## config.mk

```make
export PLATFORM = sky130hd
export DESIGN_NAME = multi_class_priority_deque_unit
export DESIGN_NICKNAME = d
export VERILOG_FILES = /design/src/rtl/mcpd_pkg.sv /design/src/rtl/multi_class_priority_deque_unit.sv
export VERILOG_INCLUDE_DIRS = /design/src /design/src/rtl
export SDC_FILE = /design/constraint.sdc
export NUM_CORES = 2
export LEC_CHECK = 0
export ABC_AREA = 1
export BUFFER_PORTS_ARGS = -buffer_cell sky130_fd_sc_hd__buf_4
export CAP_MARGIN = 20
export CORE_AREA = 5 5 541 543
export CTS_CLUSTER_SIZE = 28
export DETAILED_ROUTE_END_ITERATION = 6
export DIE_AREA = 0 0 546 548
export HOLD_SLACK_MARGIN = 0.1
export PLACE_DENSITY = 0.51
export SYNTH_ARGS = -nofsm -noshare
export SYNTH_HDL_FRONTEND = slang
export SYNTH_SLANG_ARGS = --single-unit
```

## constraint.sdc

```tcl
create_clock -name clk -period 9.5 [get_ports clk]
set_clock_uncertainty 0.2 [all_clocks]
set_input_delay 2.85 -clock clk [delete_from_list [all_inputs] [get_ports clk]]
set_output_delay 2.85 -clock clk [all_outputs]
set_load 0.01 [all_outputs]
```

## src/rtl/multi_class_priority_deque_unit_macros.svh

```systemverilog
// Assertion macros shared by the deque unit; they sample on clk and are disabled during reset.
`ifndef MULTI_CLASS_PRIORITY_DEQUE_UNIT_MACROS_SVH
`define MULTI_CLASS_PRIORITY_DEQUE_UNIT_MACROS_SVH

// The consequent must hold in the same cycle as the antecedent.
`define MCPD_ASSERT_SAME(label, ante, cons, msg) \
	label: assert property (@(posedge clk) disable iff (!arst_n) (ante) |-> (cons)) \
		else $error(msg);

// The consequent must hold in the cycle after the antecedent.
`define MCPD_ASSERT_NEXT(label, ante, cons, msg) \
	label: assert property (@(posedge clk) disable iff (!arst_n) (ante) |=> (cons)) \
		else $error(msg);

`endif

```

## src/rtl/mcpd_pkg.sv

```systemverilog
// Package for the deque unit: defaults, field widths, opcodes and result codes.
`default_nettype none

package mcpd_pkg;

	// Defaults for the top-level parameters.
	localparam int NUM_CLASSES_DEF     = 16;
	localparam int SLOTS_PER_CLASS_DEF = 8;
	localparam int TAG_WIDTH_DEF       = 16;

	// Widths of the port fields.
	localparam int CLASS_W       = 4;
	localparam int TAG_FIELD_W   = 16;
	localparam int CODE_W        = 2;
	localparam int COUNT_FIELD_W = 4;

	// Opcodes.
	localparam logic OP_ADD  = 1'b0;
	localparam logic OP_TAKE = 1'b1;

	// Result codes.
	typedef enum logic [CODE_W-1:0] {
		RC_ADDED = 2'd0,
		RC_FULL  = 2'd1,
		RC_TAKEN = 2'd2,
		RC_EMPTY = 2'd3
	} result_code_t;

endpackage

`default_nettype wire

```

## src/rtl/multi_class_priority_deque_unit.sv

```systemverilog
// Top level of the multi-class bounded deque with urgent head insert.
//
// Usage: an input beat on the in_valid/in_ready channel either adds an entry
// (opcode add) to the class named by class_index, at the head when urgent is
// set or at the tail otherwise, or takes the head entry of that class (opcode
// take). Every input beat produces exactly one output beat on the
// out_valid/out_ready channel carrying result_code, taken_tag, taken_urgent
// and the class's entry count after the operation.
// A beat accepted on the input is registered into stage one, and its result
// is then written into the result register, which drives out_valid.
// Throughput is one beat per cycle while the receiver does not stall, set
// by the single pass through stage one: one lookup of the class count and
// head pointer, one slot memory access and one count update per beat.
// Each class is a ring buffer of SLOTS_PER_CLASS entries in a shared slot
// memory; an urgent add moves the head pointer back one slot, so no entries
// physically shift.
// Reset clears all class counts and head pointers; the slot memory is not
// cleared and needs no clearing pass, since only written slots are ever read.
// When the receiver stalls, the result register holds and stage one stalls
// behind it; in_ready then drops in the same cycle if stage one holds a beat.
`default_nettype none
`include "multi_class_priority_deque_unit_macros.svh"

module multi_class_priority_deque_unit #(
	parameter int NUM_CLASSES     = mcpd_pkg::NUM_CLASSES_DEF,
	parameter int SLOTS_PER_CLASS = mcpd_pkg::SLOTS_PER_CLASS_DEF,
	parameter int TAG_WIDTH       = mcpd_pkg::TAG_WIDTH_DEF
) (
	input  wire logic                               clk,
	input  wire logic                               arst_n,
	// Input channel.
	input  wire logic                               in_valid,
	output logic                                    in_ready,
	input  wire logic                               opcode,
	input  wire logic [mcpd_pkg::CLASS_W-1:0]       class_index,
	input  wire logic                               urgent,
	input  wire logic [mcpd_pkg::TAG_FIELD_W-1:0]   entry_tag,
	// Output channel.
	output logic                                    out_valid,
	input  wire logic                               out_ready,
	output logic [mcpd_pkg::CODE_W-1:0]             result_code,
	output logic [mcpd_pkg::TAG_FIELD_W-1:0]        taken_tag,
	output logic                                    taken_urgent,
	output logic [mcpd_pkg::COUNT_FIELD_W-1:0]      class_count
);
	import mcpd_pkg::*;

	localparam int CLS_W  = (NUM_CLASSES > 1) ? $clog2(NUM_CLASSES) : 1;
	localparam int CNT_W  = $clog2(SLOTS_PER_CLASS + 1);
	localparam int PTR_W  = (SLOTS_PER_CLASS > 1) ? $clog2(SLOTS_PER_CLASS) : 1;
	localparam int SUM_W  = $clog2(2 * SLOTS_PER_CLASS) + 1;
	localparam int DEPTH  = NUM_CLASSES * SLOTS_PER_CLASS;
	localparam int ADDR_W = (DEPTH > 1) ? $clog2(DEPTH) : 1;
	localparam int MEM_W  = TAG_WIDTH + 1;

	// Stage one: the registered input beat.
	logic                 valid_s1;
	logic                 op_s1;
	logic [CLASS_W-1:0]   class_s1;
	logic                 urg_s1;
	logic [TAG_WIDTH-1:0] tag_s1;

	// Stage two: the result register.
	logic                 valid_s2;
	result_code_t         code_s2;
	logic [CNT_W-1:0]     count_s2;
	logic [MEM_W-1:0]     rd_s2;

	// Per-class state; reset clears it.
	logic [CNT_W-1:0]     counts_q [NUM_CLASSES];
	logic [PTR_W-1:0]     heads_q  [NUM_CLASSES];

	// Slot memory: urgent flag above the tag.
	logic [MEM_W-1:0]     slot_mem [DEPTH];

	logic                 s2_free;
	logic                 advance;
	logic                 cls_ok;
	logic [CLS_W-1:0]     cls_idx;
	logic [CNT_W-1:0]     cnt_cur;
	logic [PTR_W-1:0]     head_cur;
	logic [PTR_W-1:0]     head_dec;
	logic [PTR_W-1:0]     head_inc;
	logic [SUM_W-1:0]     tail_sum;
	logic [PTR_W-1:0]     tail_slot;
	logic [ADDR_W-1:0]    slot_addr;
	logic [PTR_W-1:0]     slot_sel;
	logic                 wr_en;
	logic                 rd_en;
	logic [CNT_W-1:0]     cnt_nxt;
	logic [PTR_W-1:0]     head_nxt;
	result_code_t         code_nxt;

	assign s2_free  = !valid_s2 || out_ready;
	assign advance  = valid_s1 && s2_free;
	assign in_ready = !valid_s1 || s2_free;

	// Look up the addressed class. An index past the last class reads as an
	// empty class and changes nothing.
	assign cls_ok   = 32'(class_s1) < 32'(NUM_CLASSES);
	assign cls_idx  = CLS_W'(class_s1);
	assign cnt_cur  = cls_ok ? counts_q[cls_idx] : '0;
	assign head_cur = cls_ok ? heads_q[cls_idx] : '0;

	// Ring arithmetic within the class; the tail sum stays below twice the
	// slot count, so one compare and subtract wraps it.
	assign head_dec  = (head_cur == '0) ? PTR_W'(SLOTS_PER_CLASS - 1) : head_cur - 1'b1;
	assign head_inc  = (head_cur == PTR_W'(SLOTS_PER_CLASS - 1)) ? '0 : head_cur + 1'b1;
	assign tail_sum  = SUM_W'(head_cur) + SUM_W'(cnt_cur);
	assign tail_slot = (tail_sum >= SUM_W'(SLOTS_PER_CLASS))
		? PTR_W'(tail_sum - SUM_W'(SLOTS_PER_CLASS)) : PTR_W'(tail_sum);
	assign slot_addr = ADDR_W'(cls_idx) * ADDR_W'(SLOTS_PER_CLASS) + ADDR_W'(slot_sel);

	always_comb begin
		code_nxt = RC_FULL;
		wr_en    = 1'b0;
		rd_en    = 1'b0;
		cnt_nxt  = cnt_cur;
		head_nxt = head_cur;
		slot_sel = head_cur;
		priority if (!cls_ok) begin
			code_nxt = (op_s1 == OP_TAKE) ? RC_EMPTY : RC_FULL;
		end else if (op_s1 == OP_ADD) begin
			if (cnt_cur >= CNT_W'(SLOTS_PER_CLASS)) begin
				code_nxt = RC_FULL;
			end else begin
				code_nxt = RC_ADDED;
				wr_en    = 1'b1;
				cnt_nxt  = cnt_cur + 1'b1;
				if (urg_s1) begin
					slot_sel = head_dec;
					head_nxt = head_dec;
				end else begin
					slot_sel = tail_slot;
				end
			end
		end else begin
			if (cnt_cur == '0) begin
				code_nxt = RC_EMPTY;
			end else begin
				code_nxt = RC_TAKEN;
				rd_en    = 1'b1;
				cnt_nxt  = cnt_cur - 1'b1;
				head_nxt = head_inc;
			end
		end
	end

	// Stage one register.
	always_ff @(posedge clk or negedge arst_n) begin
		if (!arst_n) begin
			valid_s1 <= 1'b0;
		end else if (in_ready) begin
			valid_s1 <= in_valid;
		end
	end

	always_ff @(posedge clk) begin
		if (in_valid && in_ready) begin
			op_s1    <= opcode;
			class_s1 <= class_index;
			urg_s1   <= urgent;
			tag_s1   <= TAG_WIDTH'(entry_tag);
		end
	end

	// Class counts and head pointers.
	always_ff @(posedge clk or negedge arst_n) begin
		if (!arst_n) begin
			for (int i = 0; i < NUM_CLASSES; i++) begin
				counts_q[i] <= '0;
				heads_q[i]  <= '0;
			end
		end else if (advance && cls_ok) begin
			counts_q[cls_idx] <= cnt_nxt;
			heads_q[cls_idx]  <= head_nxt;
		end
	end

	// Slot memory: one write or one registered read per beat.
	always_ff @(posedge clk) begin
		if (advance && wr_en) begin
			slot_mem[slot_addr] <= {urg_s1, tag_s1};
		end
		if (advance && rd_en) begin
			rd_s2 <= slot_mem[slot_addr];
		end
	end

	// Result register.
	always_ff @(posedge clk or negedge arst_n) begin
		if (!arst_n) begin
			valid_s2 <= 1'b0;
		end else if (s2_free) begin
			valid_s2 <= valid_s1;
		end
	end

	always_ff @(posedge clk) begin
		if (advance) begin
			code_s2  <= code_nxt;
			count_s2 <= cnt_nxt;
		end
	end

	assign out_valid    = valid_s2;
	assign result_code  = code_s2;
	assign taken_tag    = (code_s2 == RC_TAKEN) ? TAG_FIELD_W'(rd_s2[TAG_WIDTH-1:0]) : '0;
	assign taken_urgent = (code_s2 == RC_TAKEN) ? rd_s2[TAG_WIDTH] : 1'b0;
	assign class_count  = COUNT_FIELD_W'(count_s2);

	// A class never holds more entries than it has slots.
	`MCPD_ASSERT_SAME(a_count_bound, valid_s1, cnt_cur <= CNT_W'(SLOTS_PER_CLASS), "class count above slot count")

	// A take from a non-empty class lowers its stored count by one.
	`MCPD_ASSERT_NEXT(a_take_decrements, advance && cls_ok && op_s1 == OP_TAKE && cnt_cur != '0, counts_q[$past(cls_idx)] == $past(cnt_cur) - 1'b1, "take did not decrement count")

	// A successful add always leaves at least one entry in the class.
	`MCPD_ASSERT_SAME(a_added_nonempty, valid_s2 && code_s2 == RC_ADDED, count_s2 != '0, "added result with zero count")

	// The input side stalls only behind a full, stalled pipeline.
	`MCPD_ASSERT_SAME(a_stall_cause, !in_ready, valid_s1 && valid_s2 && !out_ready, "input stalled without output stall")

endmodule

`default_nettype wire

```

-- Word level (Yosys, flattened, before mapping)
Memories as Yosys holds them, arrays and structs flattened. A register that Yosys moved wholly into a read port is not among the register bits.
Cells that the tools add are included.
- register bits: 142
- bits in writable memories: 2176
- input port bits: 26
- output and inout port bits: 25
- memories kept: 1
- add/subtract/negate cells: 7
- $lt $le $gt $ge: 4
- equal/unequal tests: 2
- multiplexer cells: 36
- bitwise logic cells: 1
- reduce and logical (&&, ||, !) cells: 11
- memories (memory ; words ; bits a word ; read ports ; clocked after memory_dff ; write ports ; RTL line ; text):
    slot_mem ; 128 ; 17 ; 1 ; 1 ; 1 ; multi_class_priority_deque_unit.sv:74 ; logic [MEM_W-1:0] slot_mem [DEPTH];
- operator list (cell ; count):
    $bwmux W64 ; 1
    $bwmux W48 ; 1
    $mux W3 ; 13
    $mux W4 ; 6
    $bmux W4 S4 ; 1
    $demux W4 S4 ; 1
    $mux W16 ; 1
    $bmux W3 S4 ; 1
    $demux W3 S4 ; 1
    $mux W1 ; 9
    $add A7 B3 Y7 ; 1
    $sub A3 B1 Y3 const B ; 2
    $add A3 B4 Y5 ; 1
    $ge A5 B4 Y1 const B ; 1
    $ge A5 B5 Y1 const B ; 1
    $logic_and A1 B1 Y1 ; 5
    $lt A5 B1 Y1 const B ; 1
    $not A4 Y5 ; 1
    $add A4 B1 Y4 const B ; 1
    $ge A4 B4 Y1 const B ; 1
    $logic_not A4 Y1 ; 1
    $sub A4 B1 Y4 const B ; 1
    $add A3 B1 Y3 const B ; 1
    $eq A3 B3 Y1 const B ; 1
    5 further kinds ; 7

-- Logic depth before layout (Yosys ltp)
- depth after elaboration: 11
- depth in mapped cells: 31
- depth with buffers taken out: 27

-- Worst setup path after synthesis
OpenSTA, ideal clock, no wires.
- kind: input to output
- start: input out_ready
- end: output in_ready
- arrival: 3.034 ns
- data required time: 6.450 ns
- path slack: 3.416 ns
- cell stages on the path: 2
- cell sequence: inv_1 > nand3_1
- word-level cells in the longest chain between the ends: 2
- RTL lines (item ; RTL line ; text):
    start: declaration ; multi_class_priority_deque_unit.sv:40 ; input wire logic out_ready,
    $logic_or A1 B1 Y1 ; multi_class_priority_deque_unit.sv:94 ; assign s2_free = !valid_s2 || out_ready;
    $logic_or A1 B1 Y1 ; multi_class_priority_deque_unit.sv:96 ; assign in_ready = !valid_s1 || s2_free;
    end: declaration ; multi_class_priority_deque_unit.sv:33 ; output logic in_ready,
No other way between the ends.

-- Worst setup path after layout
- start: register class_s1[0]
- end: memory slot_mem[28][6] in the netlist's numbering, enable pin
- word-level cells in the longest chain between the ends: 11
- RTL lines (item ; RTL line ; text):
    start: declaration ; multi_class_priority_deque_unit.sv:59 ; logic [CLASS_W-1:0] class_s1;
    start signal: assignment ; multi_class_priority_deque_unit.sv:161 ; class_s1 <= class_index;
    $not A4 Y5 (not written as such) ; multi_class_priority_deque_unit.sv:102, multi_class_priority_deque_unit.sv:103 ;
    $bmux W3 S4 / $bmux W4 S4 (equally long branches) ; multi_class_priority_deque_unit.sv:103, multi_class_priority_deque_unit.sv:102 ;
    $mux W3 (not written as such) / $mux W4 (equally long branches) (2 in a row) ; multi_class_priority_deque_unit.sv:103, multi_class_priority_deque_unit.sv:102 ;
    $add A3 B4 Y5 ; multi_class_priority_deque_unit.sv:109 ; assign tail_sum = SUM_W'(head_cur) + SUM_W'(cnt_cur);
    $ge A5 B4 Y1 / $sub A3 B1 Y3 (equally long branches) ; multi_class_priority_deque_unit.sv:110, multi_class_priority_deque_unit.sv:111 ;
    $mux W3 ; multi_class_priority_deque_unit.sv:111 ; ? PTR_W'(tail_sum - SUM_W'(SLOTS_PER_CLASS)) : PTR_W'(tail_sum);
    $mux W3 ; multi_class_priority_deque_unit.sv:130 ; if (urg_s1) begin
    $mux W3 ; multi_class_priority_deque_unit.sv:124 ; if (cnt_cur >= CNT_W'(SLOTS_PER_CLASS)) begin
    $mux W3 ; multi_class_priority_deque_unit.sv:123 ; end else if (op_s1 == OP_ADD) begin
    $add A7 B3 Y7 ; multi_class_priority_deque_unit.sv:112 ; assign slot_addr = ADDR_W'(cls_idx) * ADDR_W'(SLOTS_PER_CLASS) + ADDR_W'(slot_sel);
    end: declaration ; multi_class_priority_deque_unit.sv:74 ;
Several ways; a longest one is shown, not always the timed one. The select of a mux whose other input is x is not followed.

==> results.py <==
metrics = {
    "run_status": {
        "status": "finished, final reports clean",
    },
    "cells_and_area": {
        "drive_gt1_share_pct": 6.56,
        "fin_util_pct": 39.2,
        "syn_to_final_growth_pct": 12.6,
        "mostFrequentLayoutCells": "nand2_1, edfxtp_1, nand3_1",
        "final_nets": 10038,
        "layout_commonest_cell": "nand2_1",
        "stdcell_count": 13984,
    },
    "worst_setup_path": {
        "r2r_setup_slack_ns": 1.81,
        "critPathKind": "reg -> reg",
        "worst_setup_path_end_kind": "register",
        "crit_arrival_ns": 7.99,
        "path_max_fanout": 81,
        "startpoint_type": "register",
        "required_ns": 9.80,
    },
    "grt": {
        "grt_pass1_vias": 68280,
        "grt_pass1_wl_um": 466000,
        "grt.total_usage_pct": 20.5,
        "antenna_found_initial": 13,
        "grt-ovfl-total": 0,
        "grt_max_degree": 173,
    },
    "synthesis": {
        "synth_area_mm2": 0.100,
        "synth_compound_area_share_pct": 0.788,
        "synth-simple-area-share_pct": 26.5,
        "synthMuxAreaShare_pct": 0.0901,
        "ys_ff_latch": 2335,
        "synth_fp_nets": 10050,
        "yosysTopAreaCell": "edfxtp_1",
        "syn_inst": 10016,
        "ys.flop_type": "edfxtp_1",
        "async_flop_share_pct": 4.88,
        "syn-mean-instance-area_um2": 9.99,
        "synth_top_area_share_pct": 66.7,
        "yosys.area_share.adder_pct": 0.108,
        "synth_edf_count": 2221,
        "yosysSeqAreaShare_pct": 69.5,
        "synth_area_leaders": "edfxtp_1, nand2_1, nand3_1, dfrtp_1, buf_2",
        "synth_top_family_by_area": "simple AND/OR/NAND/NOR gates",
        "synth_xor_area_share_pct": 0.0175,
        "yosys_warnings": 0,
        "yosysUniqueCellTypes": 32,
    },
    "placed_design": {
        "numPlacedInstances": 13534,
        "place.gp.congestion": 0.860,
        "numPortBuffers": 50,
        "post-dp-hpwl_um": 175000,
    },
    "floorplanning": {
        "die_h_um": 548,
        "start_util_pct": 34.8,
        "core_mm2": 0.287,
        "rows": 197,
        "die-area_mm2": 0.299,
        "ios": 51,
        "die_w_um": 546,
    },
    "cts": {
        "clkLatencyLatePin_ns": 0.92,
        "path_clk_slew_ns": 0.06,
        "cts_buffer_depth": 4,
        "post_cts.repair.setup_buffers": 0,
        "tritoncts": "yes",
        "ctsHoldBuffers": 0,
        "cts_buffers": 247,
        "root_buffer": "clkbuf_16",
        "cts.sinks": 2335,
        "cts_max_level": 4,
        "cts_resized": 0,
    },
    "route": {
        "vias_per_cell": 5.03,
        "firstDrtPassIters": 6,
        "vias": 70315,
        "dr.first_iter.drc_count": 6834,
        "drt-wirelength-per-cell_um": 22.6,
        "ant_nets": 0,
        "drc_errors": 0,
        "totalWireLength_um": 317000,
    },
    "sta": {
        "drv_slew": 0,
        "report.final.hold_viol_count": 0,
        "slew_headroom_pct": 23.5,
        "rsz0062_at_grt": "false",
        "finalCritPeriodShare_pct": 80.9,
        "max_freq_mhz": 130,
        "tightest_slew_ns": 1.15,
        "finalCriticalPeriod_ns": 7.69,
        "hold_slack_ns": 0.286,
        "setup_violations": 0,
        "finalSetupTns_ns": 0,
    },
    "pwr": {
        "p_int_uw": 19800,
        "switching_power_uw": 12900,
        "power.leakage_uw": 0.0465,
        "switching_share_pct": 39.6,
        "power_density_mw_per_mm2": 290,
        "vdd_drop_max_mv": 0.307,
        "comb_power_share_pct": 35.2,
        "seq_power_share_pct": 36.0,
        "p_clk_share_pct": 28.8,
    },
    "min_path": {
        "hold_class": "reg -> reg",
    },
    "job": {
        "drv_cap": 0,
    },
}
## through the flow
step	setup slack [ns]	area [um^2]	total power, uW
final	1.81	113000	32700
after global routing	1.40	113000	34500
after CTS	1.87	113000	32900
after detailed placement	1.92	105000	23500
after global placement	1.63	105000	23500
after floorplan	3.42	100000	19300
## worst max-delay path: stages (launching register included)
cell	delay [ns]
edfxtp_1	0.82
nand2_1	0.62
inv_2	0.21
buf_4	0.51
a22oi_1	0.18
nand2_1	0.12
nand2_1	0.06
nand4_1	0.22
ha_1	0.27
nand2_1	0.11
nand3_4	0.68
nand2_8	0.91
buf_4	0.37
nand2_1	0.70
nor2_2	1.04
## synth_stat cells (6+ instances only)
cell type,n
clkbuf_1,151
buf_2,365
buf_1,30
nand3_1,572
a21oi_1,6
buf_4,8
a22oi_1,15
inv_2,7
o22ai_1,17
nand2_1,5906
mux2_2,8
ha_1,7
dfrtp_1,114
o21ai_1,6
o21ai_0,91
inv_1,106
edfxtp_1,2221
nor2_1,361
nor2_2,6
## layer usage
layer	track usage [%]	up-vias	wire length, um
met5	0	-	95
met2	33.6	2402	148000
li1	-	32699	-
met1	28.7	34716	140000
met3	3.01	484	19900
met4	5.44	14	8730
## power by group through the flow
stage	combinational (uW)	clock [uW]	sequential [uW]
detailed placement	11500	0	12000
floorplan	7290	0	12000
global route	12700	10000	11800
CTS	11500	9590	11800
global placement	11500	0	12000
finish	11500	9400	11800
## cell type report
cell class / instances / area [um^2]
Antenna cell: 6 / 15.0
Clock buffer: 301 / 6430
Clock inverter: 141 / 1270
Fill cell: 28004 / 174000
Inverter: 113 / 432
Multi-Input combinational cell: 7012 / 27600
Sequential cell: 2335 / 69500
Tap cell: 3781 / 4730
Timing Repair Buffer: 295 / 2630
## registers in the layout, summed over array words and instances, names as in the netlist
name	cells
result_code	2
urg_s1	1
heads_q	48
slot_mem	2176
class_s1	4
rd_s2	17
counts_q	64
op_s1	1
out_valid	1
tag_s1	16
class_count	4
valid_s1	1
## final timing paths
kind / start / end / cells after the start
hold / removal: heads_q[29]$_DFFE_PN0P_ / heads_q[29]$_DFFE_PN0P_ / 2
min in group asynchronous: arst_n / heads_q[36]$_DFFE_PN0P_ / 1
hold reg to reg: heads_q[29]$_DFFE_PN0P_ / heads_q[29]$_DFFE_PN0P_ / 2
setup reg to reg: class_s1[0]$_DFFE_PP_ / slot_mem[28][6]$_DFFE_PP_ / 14
setup / recovery: class_s1[0]$_DFFE_PP_ / slot_mem[28][6]$_DFFE_PP_ / 14
max in group asynchronous: arst_n / heads_q[18]$_DFFE_PN0P_ / 2
## cell families (layout without fill, tap and decap cells)
family	count (synthesis)	in the layout
buffers and inverters	669	850
DFF	2335	2335
other	0	6
xor gates and xnor gates	2	2
and+or+nand+nor	6853	6853
muxes	8	8
adders and majority gates	8	8
AOI/OAI and AO/OA	141	141
(Power assumes the default switching activity.)
